$ cat src/hdl/bdh_pkg.sv
// Shared constants and types for the button debounce and hold detector.
`default_nettype none

package bdh_pkg;

  // Default number of buttons and the fixed width of the per-button fields.
  localparam int NUM_BUTTONS_DEF = 7;
  localparam int EVT_W           = 7;

  // Counter widths and limits.
  localparam int FILT_W = 8;
  localparam int HOLD_W = 16;
  localparam logic [FILT_W-1:0] FILT_MAX = {FILT_W{1'b1}};
  localparam logic [HOLD_W-1:0] HOLD_MAX = {HOLD_W{1'b1}};

  // Configuration register reset values.
  localparam logic [FILT_W-1:0] ON_TH_RST   = 8'd2;
  localparam logic [HOLD_W-1:0] HOLD_TH_RST = 16'd96;

  // Configuration port layout and register indexes.
  localparam int CFG_IDX_W  = 1;
  localparam int CFG_DATA_W = 16;
  localparam logic [CFG_IDX_W-1:0] REG_ON_TH   = 1'b0;
  localparam logic [CFG_IDX_W-1:0] REG_HOLD_TH = 1'b1;

  // Input word command codes.
  localparam logic CMD_TICK = 1'b0;
  localparam logic CMD_EDGE = 1'b1;

  // Per-button stimulus for one word.
  typedef struct packed {
    logic tick;      // sample tick is being applied
    logic edge_hit;  // edge word with this button's flag set
    logic level;     // button is down (tick only)
  } bdh_cell_in_t;

  // Per-button results for one word.
  typedef struct packed {
    logic press_ev;
    logic hold_ev;
    logic rel_ev;
    logic went_off;
    logic is_off;    // phase after this word is off
  } bdh_cell_out_t;

endpackage

`default_nettype wire

$ cat src/hdl/bdh_button.sv
// One button: filter count, phase and hold counter with their update logic.
`default_nettype none

module bdh_button (
  input  wire logic                       clk,
  input  wire logic                       rst_n,
  input  wire logic [bdh_pkg::FILT_W-1:0] on_th,
  input  wire logic [bdh_pkg::HOLD_W-1:0] hold_th,
  input  wire bdh_pkg::bdh_cell_in_t      cell_in,
  output bdh_pkg::bdh_cell_out_t          cell_out
);

  typedef enum logic [1:0] {
    PH_OFF,
    PH_DEBOUNCE,
    PH_PRESSED,
    PH_HOLD
  } phase_t;

  phase_t                       phase_r, phase_nxt;
  logic [bdh_pkg::FILT_W-1:0]   filt_r, filt_nxt;
  logic [bdh_pkg::HOLD_W-1:0]   hold_r, hold_nxt;
  logic [bdh_pkg::FILT_W-1:0]   filt_inc;
  logic [bdh_pkg::HOLD_W-1:0]   hold_inc;

  // Saturating filter increment and plain hold increment.
  assign filt_inc = (filt_r == bdh_pkg::FILT_MAX) ? filt_r : filt_r + 1'b1;
  assign hold_inc = hold_r + 1'b1;

  // Next state and events for this word.
  always_comb begin
    phase_nxt = phase_r;
    filt_nxt  = filt_r;
    hold_nxt  = hold_r;
    cell_out  = '0;
    if (cell_in.edge_hit && (phase_r == PH_OFF)) begin
      phase_nxt = PH_DEBOUNCE;
    end else if (cell_in.tick && (phase_r != PH_OFF)) begin
      if (cell_in.level) begin
        if (phase_r == PH_DEBOUNCE) begin
          filt_nxt = filt_inc;
          if (filt_inc >= on_th) begin
            phase_nxt         = PH_PRESSED;
            cell_out.press_ev = 1'b1;
          end
        end else if (hold_r != bdh_pkg::HOLD_MAX) begin
          hold_nxt = hold_inc;
          if (hold_inc == hold_th) begin
            phase_nxt        = PH_HOLD;
            cell_out.hold_ev = 1'b1;
          end
        end
      end else if (filt_r != '0) begin
        filt_nxt = filt_r - 1'b1;
        if (filt_r == {{(bdh_pkg::FILT_W-1){1'b0}}, 1'b1}) begin
          cell_out.rel_ev   = (phase_r == PH_PRESSED);
          phase_nxt         = PH_OFF;
          hold_nxt          = '0;
          cell_out.went_off = 1'b1;
        end
      end
    end
    cell_out.is_off = (phase_nxt == PH_OFF);
  end

  // State registers.
  always_ff @(posedge clk) begin
    if (!rst_n) begin
      phase_r <= PH_OFF;
      filt_r  <= '0;
      hold_r  <= '0;
    end else begin
      phase_r <= phase_nxt;
      filt_r  <= filt_nxt;
      hold_r  <= hold_nxt;
    end
  end

endmodule

`default_nettype wire

$ cat src/hdl/button_debounce_hold_detector.sv
// Top level: input register, per-button cells, result register and config registers.
// Usage:
//   in_*  : one word per button event. in_cmd selects a sample tick (levels in
//           in_pressed_levels) or an edge word (flags in in_edge_flags).
//   out_* : exactly one result word per input word, in order, carrying the
//           press, hold and release bit masks and the timer start/stop pulses.
//   cfg_* : register writes (index 0 on threshold, index 1 hold threshold),
//           always ready; write them only while no word is in flight.
// An accepted word waits in the input register until the result register is
// free, and then the button logic's output for it is loaded into the result
// register. Throughput is one word per cycle while the receiver does not
// stall; the button state is updated at the same edge that loads the result
// register, so the next word sees it directly.
// Reset clears all buttons to off with zero counters, restores the register
// defaults and empties both pipeline registers.
// When the receiver stalls, the result register holds its word, the input
// register holds the next one, and in_ready drops only once both are full.
`default_nettype none

module button_debounce_hold_detector #(
  parameter int NUM_BUTTONS = bdh_pkg::NUM_BUTTONS_DEF
) (
  input  wire logic                           clk,
  input  wire logic                           rst_n,
  // Input channel
  input  wire logic                           in_valid,
  output logic                                in_ready,
  input  wire logic                           in_cmd,
  input  wire logic [bdh_pkg::EVT_W-1:0]      in_pressed_levels,
  input  wire logic [bdh_pkg::EVT_W-1:0]      in_edge_flags,
  // Result channel
  output logic                                out_valid,
  input  wire logic                           out_ready,
  output logic [bdh_pkg::EVT_W-1:0]           out_press_events,
  output logic [bdh_pkg::EVT_W-1:0]           out_hold_events,
  output logic [bdh_pkg::EVT_W-1:0]           out_release_events,
  output logic                                out_timer_start,
  output logic                                out_timer_stop,
  // Configuration port
  input  wire logic                           cfg_valid,
  output logic                                cfg_ready,
  input  wire logic [bdh_pkg::CFG_IDX_W-1:0]  cfg_index,
  input  wire logic [bdh_pkg::CFG_DATA_W-1:0] cfg_data
);

  // Buttons beyond the field width never see a flag, so they stay off.
  localparam int NB = (NUM_BUTTONS < bdh_pkg::EVT_W) ? NUM_BUTTONS : bdh_pkg::EVT_W;

  logic [bdh_pkg::FILT_W-1:0] on_th_r;
  logic [bdh_pkg::HOLD_W-1:0] hold_th_r;

  logic                       s1_valid_r;
  logic                       s1_cmd_r;
  logic [bdh_pkg::EVT_W-1:0]  s1_levels_r;
  logic [bdh_pkg::EVT_W-1:0]  s1_flags_r;
  logic                       adv;

  logic                       out_valid_r;
  logic [bdh_pkg::EVT_W-1:0]  press_r, hold_ev_r, rel_r;
  logic [bdh_pkg::EVT_W-1:0]  press_nxt, hold_ev_nxt, rel_nxt;
  logic                       tstart_r, tstop_r, tstart_nxt, tstop_nxt;

  bdh_pkg::bdh_cell_in_t      cell_in  [NB];
  bdh_pkg::bdh_cell_out_t     cell_out [NB];
  logic [NB-1:0]              went_off_v;
  logic [NB-1:0]              is_off_v;
  logic                       is_tick, is_edge;

  // Configuration registers.
  assign cfg_ready = 1'b1;

  always_ff @(posedge clk) begin
    if (!rst_n) begin
      on_th_r   <= bdh_pkg::ON_TH_RST;
      hold_th_r <= bdh_pkg::HOLD_TH_RST;
    end else if (cfg_valid) begin
      case (cfg_index)
        bdh_pkg::REG_ON_TH:   on_th_r   <= cfg_data[bdh_pkg::FILT_W-1:0];
        bdh_pkg::REG_HOLD_TH: hold_th_r <= cfg_data[bdh_pkg::HOLD_W-1:0];
        default: ;
      endcase
    end
  end

  // Handshake: the input register moves on when the result register is free.
  assign adv      = !out_valid_r || out_ready;
  assign in_ready = !s1_valid_r || adv;

  always_ff @(posedge clk) begin
    if (!rst_n) begin
      s1_valid_r <= 1'b0;
    end else if (in_ready) begin
      s1_valid_r <= in_valid;
    end
  end

  always_ff @(posedge clk) begin
    if (in_ready && in_valid) begin
      s1_cmd_r    <= in_cmd;
      s1_levels_r <= in_pressed_levels;
      s1_flags_r  <= in_edge_flags;
    end
  end

  assign is_tick = s1_valid_r && adv && (s1_cmd_r == bdh_pkg::CMD_TICK);
  assign is_edge = s1_valid_r && adv && (s1_cmd_r == bdh_pkg::CMD_EDGE);

  // Button cells.
  for (genvar b = 0; b < NB; b++) begin : g_btn
    assign cell_in[b].tick     = is_tick;
    assign cell_in[b].edge_hit = is_edge && s1_flags_r[b];
    assign cell_in[b].level    = s1_levels_r[b];

    bdh_button u_btn (
      .clk      (clk),
      .rst_n    (rst_n),
      .on_th    (on_th_r),
      .hold_th  (hold_th_r),
      .cell_in  (cell_in[b]),
      .cell_out (cell_out[b])
    );

    assign went_off_v[b] = cell_out[b].went_off;
    assign is_off_v[b]   = cell_out[b].is_off;
  end

  // Gather the event masks; bits without a button stay zero.
  for (genvar j = 0; j < bdh_pkg::EVT_W; j++) begin : g_evt
    if (j < NB) begin : g_on
      assign press_nxt[j]   = cell_out[j].press_ev;
      assign hold_ev_nxt[j] = cell_out[j].hold_ev;
      assign rel_nxt[j]     = cell_out[j].rel_ev;
    end else begin : g_none
      assign press_nxt[j]   = 1'b0;
      assign hold_ev_nxt[j] = 1'b0;
      assign rel_nxt[j]     = 1'b0;
    end
  end

  assign tstart_nxt = (s1_cmd_r == bdh_pkg::CMD_EDGE) && (|s1_flags_r[NB-1:0]);
  assign tstop_nxt  = (s1_cmd_r == bdh_pkg::CMD_TICK) && (|went_off_v) && (&is_off_v);

  // Result register.
  always_ff @(posedge clk) begin
    if (!rst_n) begin
      out_valid_r <= 1'b0;
    end else if (adv) begin
      out_valid_r <= s1_valid_r;
    end
  end

  always_ff @(posedge clk) begin
    if (adv && s1_valid_r) begin
      press_r   <= press_nxt;
      hold_ev_r <= hold_ev_nxt;
      rel_r     <= rel_nxt;
      tstart_r  <= tstart_nxt;
      tstop_r   <= tstop_nxt;
    end
  end

  assign out_valid          = out_valid_r;
  assign out_press_events   = press_r;
  assign out_hold_events    = hold_ev_r;
  assign out_release_events = rel_r;
  assign out_timer_start    = tstart_r;
  assign out_timer_stop     = tstop_r;

  // A word in the input register that advances must show up as a result.
  a_advance: assert property (@(posedge clk) disable iff (!rst_n)
    (s1_valid_r && adv) |=> out_valid_r)
    else $error("advanced word did not reach the result register");

  // Edge words and ticks never produce each other's outputs.
  a_start_stop: assert property (@(posedge clk) disable iff (!rst_n)
    out_valid_r |-> !(out_timer_start && out_timer_stop))
    else $error("timer start and stop in one word");

  a_edge_quiet: assert property (@(posedge clk) disable iff (!rst_n)
    (out_valid_r && out_timer_start) |->
      (out_press_events == '0 && out_hold_events == '0 && out_release_events == '0))
    else $error("edge word carried button events");

  // A button cannot be pressed and released by the same tick.
  a_press_rel: assert property (@(posedge clk) disable iff (!rst_n)
    out_valid_r |-> ((out_press_events & out_release_events) == '0))
    else $error("press and release on the same button");

endmodule

`default_nettype wire
$ cat config.mk
export PLATFORM = sky130hd
export DESIGN_NAME = button_debounce_hold_detector
export DESIGN_NICKNAME = d
export VERILOG_FILES = /design/src/hdl/bdh_pkg.sv /design/src/hdl/bdh_button.sv /design/src/hdl/button_debounce_hold_detector.sv
export SDC_FILE = /design/constraint.sdc
export NUM_CORES = 1
export LEC_CHECK = 0
export ABC_AREA = 1
export BUFFER_PORTS_ARGS = -buffer_cell sky130_fd_sc_hd__buf_2
export CAP_MARGIN = 15
export CORE_MARGIN = 5
export CORE_UTILIZATION = 50
export CTS_BUF_LIST = sky130_fd_sc_hd__clkbuf_2 sky130_fd_sc_hd__clkbuf_4 sky130_fd_sc_hd__clkbuf_8
export CTS_CLUSTER_DIAMETER = 80
export DETAILED_ROUTE_END_ITERATION = 10
export PLACE_DENSITY = 0.69
export SKIP_CTS_REPAIR_TIMING = 1
export SYNTH_ARGS = -nofsm -noshare
export SYNTH_HDL_FRONTEND = slang
export SYNTH_SLANG_ARGS = --single-unit
$ cat constraint.sdc
create_clock -name clk -period 2.7 [get_ports clk]
set_clock_uncertainty 0.05 [all_clocks]
set_input_delay 0.54 -clock clk [delete_from_list [all_inputs] [get_ports clk]]
set_output_delay 0.54 -clock clk [all_outputs]
set_load 0.005 [all_outputs]
==> impl_results.md, run 1 <==
* Status: finished, violations left
* Failing checks: negative setup slack
* Mux contribution to synthesized area at 0
* Period minus WS final at 3.024 ns
* Die W at 203.1 µm
* Slew at the pin with the worst max-slew slack at 0.7404 ns
* R2r startpoint: g_btn[5].u_btn.filt_r[0]$_SDFFE_PN0P_
* Critical Path RT at 3.12 ns
* I/O Buffers at 61
* CTS root buffer: clkbuf_8
* Slack of the critical path at -0.3237 ns
* Startpoint types: flop
* Post-synth top cells: 659 x nand2_1, 314 x inv_1, 263 x nor2_1
* Area contributors post-synth: dfxtp_1 22%, nand2_1 13%, nand3_1 6.6%
* Maximum clock path buffer count at 3
* Initial Utilization at 0.5079
* Post-DR vias/cell at 5.730
* Complex-gate fraction of the synthesized area at 0.1788
* Share of cells above drive strength 1 at 0.2130
* Detail Route Antenna Nets at 0
* Total wire length at 62.31 mm
* Fmax at 330.7 MHz
* Remaining Overflow, GRT at 0
* Pwr/cell area at 395.0 mW/mm²
* Worst VDD drop at 0.6454 mV
* Crit Path Class: flop to flop
* Worst hold slack at 0.04603 ns
* Worst R2R Path Depth at 23
* Crit path DAT at 3.45 ns
* Layout Cells excl Fill at 3553
* Syn nets at 2926
* Async S/R FF share, synth at 0
* Static Leak at 9.917 nW
* Crit-path cells: ha_4 -> nand2_4 -> nor3_2 -> inv_1 -> nor2_1 -> inv_1 -> nor2_4 -> buf_12 -> nor2_4 -> xor2_2 -> ha_1 -> nand2_1 -> o21ai_1 -> nand2_1 -> nand3_2 -> nand2_1 -> nand3_1 -> nand2_1 -> inv_2 -> nand2_1 -> nor2_2 -> nand3_1 -> nor2_1
* CTS buffer count at 47
* Clock Latency Late Sink at 0.63 ns
* Crit Path Max Fanout at 5
* # IOs at 63
* Post-synthesis sequential area ratio at 0.2846
* Core ar. at 0.03670 mm²
* Vias in the first global route at 18900
* Clk sink count at 246
* Yosys top cell by area: dfxtp_1
* DR iter-0 viols at 1824
* Post-synthesis adder-cell area fraction at 0.05639
* Final Hold Fails at 0
* DP HPWL at 44.79 mm
* Crit. End Element: flop
* RSZ-0062 raised after global routing: yes
* Largest net degree at the start of global routing at 45
* Hold Crit Depth at 1
* Delay of the slowest critical-path stage at 0.35 ns
* Flops & latches, synth at 246
* Antenna Cells at 0
* Nets at 3170
* Clk slew on worst S/H paths at 0.06 ns
* Die ar. at 0.04124 mm²
* Final period util at 1.120
* Worst slack, placed at -0.4264 ns
* Post-route DRC at 0
* Placed cells at 3451
* Avg Inst Size Synth at 6.645 µm²
* CP max-delay cell: dfxtp_2
* Chip Height at 203.1 µm
* Count leader, synth: nand2_1
* Hold Path Origin: in_edge_flags[5]
* EDFF count, synth at 38
* Hold crit path type: input pin to flop
* Share of the synthesized area in the top cell type at 0.2234
* XOR/XNOR Fraction of Synth Area at 0.04948
* CTS tree: yes
* Area grow syn2layout at 21.50%
* H-tree lvl count at 2
* Routed wire per std cell at 17.54 µm
* FP Rows at 70
* First-pass GRT wire length at 97.36 mm
* Mapped cell area at 0.01864 mm²
* Headroom to the max-slew limit at 0.5059
* Crit-path most repeated cell: nand2_1
* Mapped Cells at 2805
* GP Congestion at 0.9515
* Tot GR Track Use at 0.2881
* Final setup fails at 4
* Syn. warnings at 0
* Distinct cells, synth at 60
* Ys flop type: dfxtp_1
* Via total after detailed routing at 20360
* Largest family of logic cells by synthesized area: simple AND/OR/NAND/NOR gates
* Max-slew violations at 0
* Critical Path Start: g_btn[5].u_btn.filt_r[0]$_SDFFE_PN0P_
* Detailed Routing Iterations Pass 1 at 5
* Max Cap Violations at 0
* Initial antenna violation count at 0
* Post-Synth Simple-Gate Area at 0.3363
## per-layer routing
| layer | part of all wire | vias to the layer above | track usage |
|---|---|---|---|
| li1 | - | 9997 | - |
| met1 | 0.43 | 9393 | 0.3844 |
| met2 | 0.45 | 797 | 0.4672 |
| met3 | 0.079 | 170 | 0.04552 |
| met4 | 0.045 | 0 | 0.1195 |
| met5 | 0 | - | 0 |
## report_power, final
| part | switching (W) | internal, W | leakage, nW |
|---|---|---|---|
| Combinational | 0.000668 | 0.000319 | 7.31 |
| Clock | 0.00175 | 0.00237 | 0.543 |
| Sequential | 0.0000508 | 0.00378 | 2.06 |
## sequential cells by signal (all words and copies together), names as in the netlist, 7 cells and up
register	flops
g_btn.u_btn.filt_r	56
g_btn.u_btn.hold_r	112
g_btn.u_btn.phase_r	14
hold_th_r	16
on_th_r	8
out_hold_events	7
out_press_events	7
out_release_events	7
s1_flags_r	7
s1_levels_r	7
## worst paths after layout
path,endpoint,slack [ns]
worst max-delay path,out_timer_stop$_DFFE_PP_,-0.32
worst min-delay path,s1_flags_r[5]$_DFFE_PP_,0.05
worst max register to register,out_timer_stop$_DFFE_PP_,-0.32
worst min register to register,g_btn[5].u_btn.filt_r[7]$_SDFFE_PN0P_,0.44
## area by class of cell
| cell class | count | area, µm² |
|---|---|---|
| sequential | 246 | 5341 |
| clock inverter | 19 | 191.4 |
| tap | 468 | 585.6 |
| inverter | 346 | 1304 |
| multi-input combinational | 2114 | 12220 |
| fill | 3320 | 14050 |
| timing repair buffer | 294 | 2167 |
| clock buffer | 66 | 833.3 |
## per-stage QoR
| stage | setup TNS (ns) | util | cell area, µm² | power [W] |
|---|---|---|---|---|
| after floorplan | -0.06227 | - | 18700 | 0.004448 |
| after global placement | -0.4462 | 0.5675 | 20830 | 0.004823 |
| after detailed placement | -0.7022 | 0.5675 | 20830 | 0.004839 |
| after CTS | -0.9421 | 0.5954 | 21850 | 0.008965 |
| after global routing | -2.367 | 0.6170 | 22640 | 0.009297 |
| final | -0.4712 | 0.6170 | 22640 | 0.008944 |
## cells by family after synthesis
family / Yosys count
buf+inv: 446
compound gates: 547
xor+xnor: 87
other cells: 1
fa+ha+maj: 84
flops: 246
simple gates: 1394
## layout by cell type, fill, tap and decap left out, drive strengths merged, types with 5 or more instances in the layout
cell,n
a211oi,95
a21oi,206
a221oi,20
a31oi,55
a32oi,5
buf,294
clkbuf,66
clkinv,20
dfxtp,208
edfxtp,38
ha,84
inv,340
nand2,687
nand3,257
nand4,63
nor2,312
nor3,46
nor4,18
o211ai,8
o21a,6
o21ai,129
o22ai,9
or2,5
xnor2,11
xnor3,10
xor2,65
## worst max-delay path, delay by kind of cell (launching register included)
kind            cells  cell delay, ns
simple gates       15            1.38
fa+ha+maj           2            0.44
buf+inv             4            0.36
flops               1            0.35
xor+xnor            1            0.14
compound gates      1            0.13
(Power assumes the default switching activity.)
==> run 2: changes to the inputs <==
--- a/config.mk
+++ b/config.mk
@@ -8,7 +8,6 @@
 export ABC_AREA = 1
 export BUFFER_PORTS_ARGS = -buffer_cell sky130_fd_sc_hd__buf_2
 export CAP_MARGIN = 15
-export CORE_MARGIN = 5
 export CORE_UTILIZATION = 50
 export CTS_BUF_LIST = sky130_fd_sc_hd__clkbuf_2 sky130_fd_sc_hd__clkbuf_4 sky130_fd_sc_hd__clkbuf_8
 export CTS_CLUSTER_DIAMETER = 80
==> impl_results.md, run 2 (synthesis results as in run 1) <==
* Status: finished, violations left
* Failing checks: negative setup slack
* Initial Utilization at 0.5091 (+0.001215)
* Detailed Routing Iterations Pass 1 at 8 (+3)
* Hold Crit Depth at 1 (unchanged)
* Crit-path cells: ha_4 -> nand2_2 -> or3_4 -> nor2_4 -> inv_2 -> nor2_4 -> nor2_4 -> nand2_2 -> o22ai_2 -> ha_1 -> nand2_1 -> nor2_2 -> nand4_1 -> o2111ai_2 -> buf_4 -> o21ai_4 -> o21ai_2 -> nand2_1 -> nand2_1 -> inv_1 -> nand2_1 -> nor2_1
* Max-slew violations at 0 (unchanged)
* Tot GR Track Use at 0.3166 (+0.02852)
* Final period util at 1.137 (+0.01749)
* Crit Path Max Fanout at 5 (unchanged)
* Via total after detailed routing at 20420 (+0.33%)
* R2r setup slk at -0.37 ns (-0.05 ns)
* Nets at 3169 (-0.032%)
* Critical Path RT at 3.03 ns (-0.09 ns)
* First-pass GRT wire length at 96.60 mm (-0.78%)
* Max FFs per register at 112 (unchanged)
* Delay of the slowest critical-path stage at 0.37 ns (+0.02 ns)
* Final setup fails at 8 (+4)
* Startpoint types: flop
* Crit-path most repeated cell: nand2_1
* Headroom to the max-slew limit at 0.5431 (+0.03717)
* Post-route DRC at 0 (unchanged)
* Worst VDD drop at 0.2745 mV (-57%)
* H-tree lvl count at 2 (unchanged)
* DP HPWL at 44.69 mm (-0.23%)
* Share of cells above drive strength 1 at 0.2125 (-0.0004416)
* I/O Buffers at 61 (unchanged)
* RSZ-0062 raised after global routing: yes
* Detail Route Antenna Nets at 0 (unchanged)
* Static Leak at 9.858 nW (-0.60%)
* Hold crit path type: input pin to flop
* Initial antenna violation count at 0 (unchanged)
* Die W at 195.1 µm (-3.9%)
* Period minus WS final at 3.071 ns (+0.04721 ns)
* Slack of the critical path at -0.3710 ns (-0.04721 ns)
* Hold Path Origin: in_edge_flags[4]
* DR iter-0 viols at 1696 (-7.0%)
* Placed cells at 3447 (-0.12%)
* CP max-delay cell: dfxtp_4
* FP Rows at 70 (unchanged)
* Highest-count cells in the layout ignoring fill and taps: 639 x nand2_1, 302 x inv_1, 242 x nor2_1
* # IOs at 63 (unchanged)
* Post-DR vias/cell at 5.753 (+0.41%)
* Top reg by flops: g_btn.u_btn.hold_r
* Fmax at 325.6 MHz (-1.5%)
* Pwr/cell area at 391.9 mW/mm² (-0.78%)
* Routed wire per std cell at 17.63 µm (+0.54%)
* Vias in the first global route at 19130 (+1.2%)
* Clk slew on worst S/H paths at 0.07 ns (about the same)
* Crit Path Class: flop to flop
* CTS root buffer: clkbuf_8
* Crit. End Element: flop
* Clk sink count at 246 (unchanged)
* Filler cells at 3310 (-0.30%)
* Antenna Cells at 0 (unchanged)
* Clock Latency Late Sink at 0.64 ns (about the same)
* Max Cap Violations at 0 (unchanged)
* Total wire length at 62.60 mm (+0.46%)
* Die ar. at 0.03805 mm² (-7.7%)
* Remaining Overflow, GRT at 0 (unchanged)
* WHS Endpoint: s1_flags_r[4]$_DFFE_PP_
* Layout Cells excl Fill at 3550 (-0.084%)
* Worst R2R Path Depth at 22 (-4.3%)
* CTS tree: yes
* Final Hold Fails at 0 (unchanged)
* R2r startpoint: g_btn[3].u_btn.filt_r[1]$_SDFFE_PN0P_
* GP Congestion at 0.9512 (about the same)
* CTS buffer count at 47 (unchanged)
* Core ar. at 0.03661 mm² (-0.24%)
* Worst R2R End: out_timer_stop$_DFFE_PP_
* Slew at the pin with the worst max-slew slack at 0.6847 ns (-0.05570 ns)
* Chip Height at 195.1 µm (-3.9%)
* Top Registers: g_btn.u_btn.hold_r x112, g_btn.u_btn.filt_r x56, hold_th_r x16
* Largest net degree at the start of global routing at 68 (+51%)
* Crit path DAT at 3.40 ns (-0.05 ns)
* Most common cell after layout, fill and taps aside: nand2_1
* Maximum clock path buffer count at 3 (unchanged)
* Worst slack, placed at -0.4794 ns (-0.05309 ns)
* Area grow syn2layout at 21.25%
## run 2: routing by layer
metal | GRT usage | wire length (µm) | vias to the layer above
met3 | 0.05872 | 4938 | 172
met2 | 0.5151 | 28550 | 846
met4 | 0.1557 | 2823 | 0
met5 | 0 | 0 | -
li1 | - | - | 9963
met1 | 0.4026 | 26280 | 9443
## run 2: how the worst max path moves through the flow
stage | slack, ns | end | depth (start not counted) | from
after floorplan | -0.06 | out_timer_stop$_DFFE_PP_ | 22 | g_btn[3].u_btn.filt_r[0]$_SDFFE_PN0P_
after global placement | -0.37 | out_timer_stop$_DFFE_PP_ | 21 | g_btn[1].u_btn.filt_r[0]$_SDFFE_PN0P_
after detailed placement | -0.48 | out_timer_stop$_DFFE_PP_ | 21 | g_btn[1].u_btn.filt_r[0]$_SDFFE_PN0P_
after CTS | -0.49 | out_timer_stop$_DFFE_PP_ | 21 | g_btn[1].u_btn.filt_r[0]$_SDFFE_PN0P_
after global routing | -0.64 | out_timer_stop$_DFFE_PP_ | 22 | g_btn[3].u_btn.filt_r[1]$_SDFFE_PN0P_
final | -0.37 | out_timer_stop$_DFFE_PP_ | 22 | g_btn[3].u_btn.filt_r[1]$_SDFFE_PN0P_
## run 2: layout make-up
type / instances / area [µm²] / share of cell area
Multi-Input combinational cell: 2114 / 12220 / 0.5408
Sequential cell: 246 / 5331 / 0.2359
Timing Repair Buffer: 293 / 2161 / 0.09562
Inverter: 346 / 1301 / 0.05758
Clock buffer: 71 / 883.3 / 0.03909
Tap cell: 468 / 585.6 / 0.02591
Clock inverter: 12 / 113.9 / 0.005038
## run 2: metrics by stage
stage	util	total power [W]	cell area, µm²	TNS, ns	hold WS [ns]
detailed placement	0.5687	0.004834	20820	-1.192	0.4179
global route	0.6173	0.009139	22600	-3.134	0.01447
CTS	0.5960	0.008845	21820	-1.407	0.006040
global placement	0.5687	0.004816	20820	-0.3928	0.4104
finish	0.6173	0.008855	22600	-1.067	0.05002
floorplan	-	0.004448	18700	-0.06227	0.4084
## run 2: critical path: cells and delay by family (launching register included)
| family | cells | cell delay, ns |
|---|---|---|
| compound gates | 4 | 0.37 |
| fa+ha+maj | 2 | 0.43 |
| simple gates | 13 | 1.37 |
| buf+inv | 3 | 0.25 |
| flops | 1 | 0.37 |
## run 2: power by group
group	leakage (nW)	internal [W]	switching (W)
Clock	0.521	0.00227	0.00175
Sequential	2.06	0.00378	0.0000487
Combinational	7.28	0.000327	0.000679
Total	9.86	0.00638	0.00248
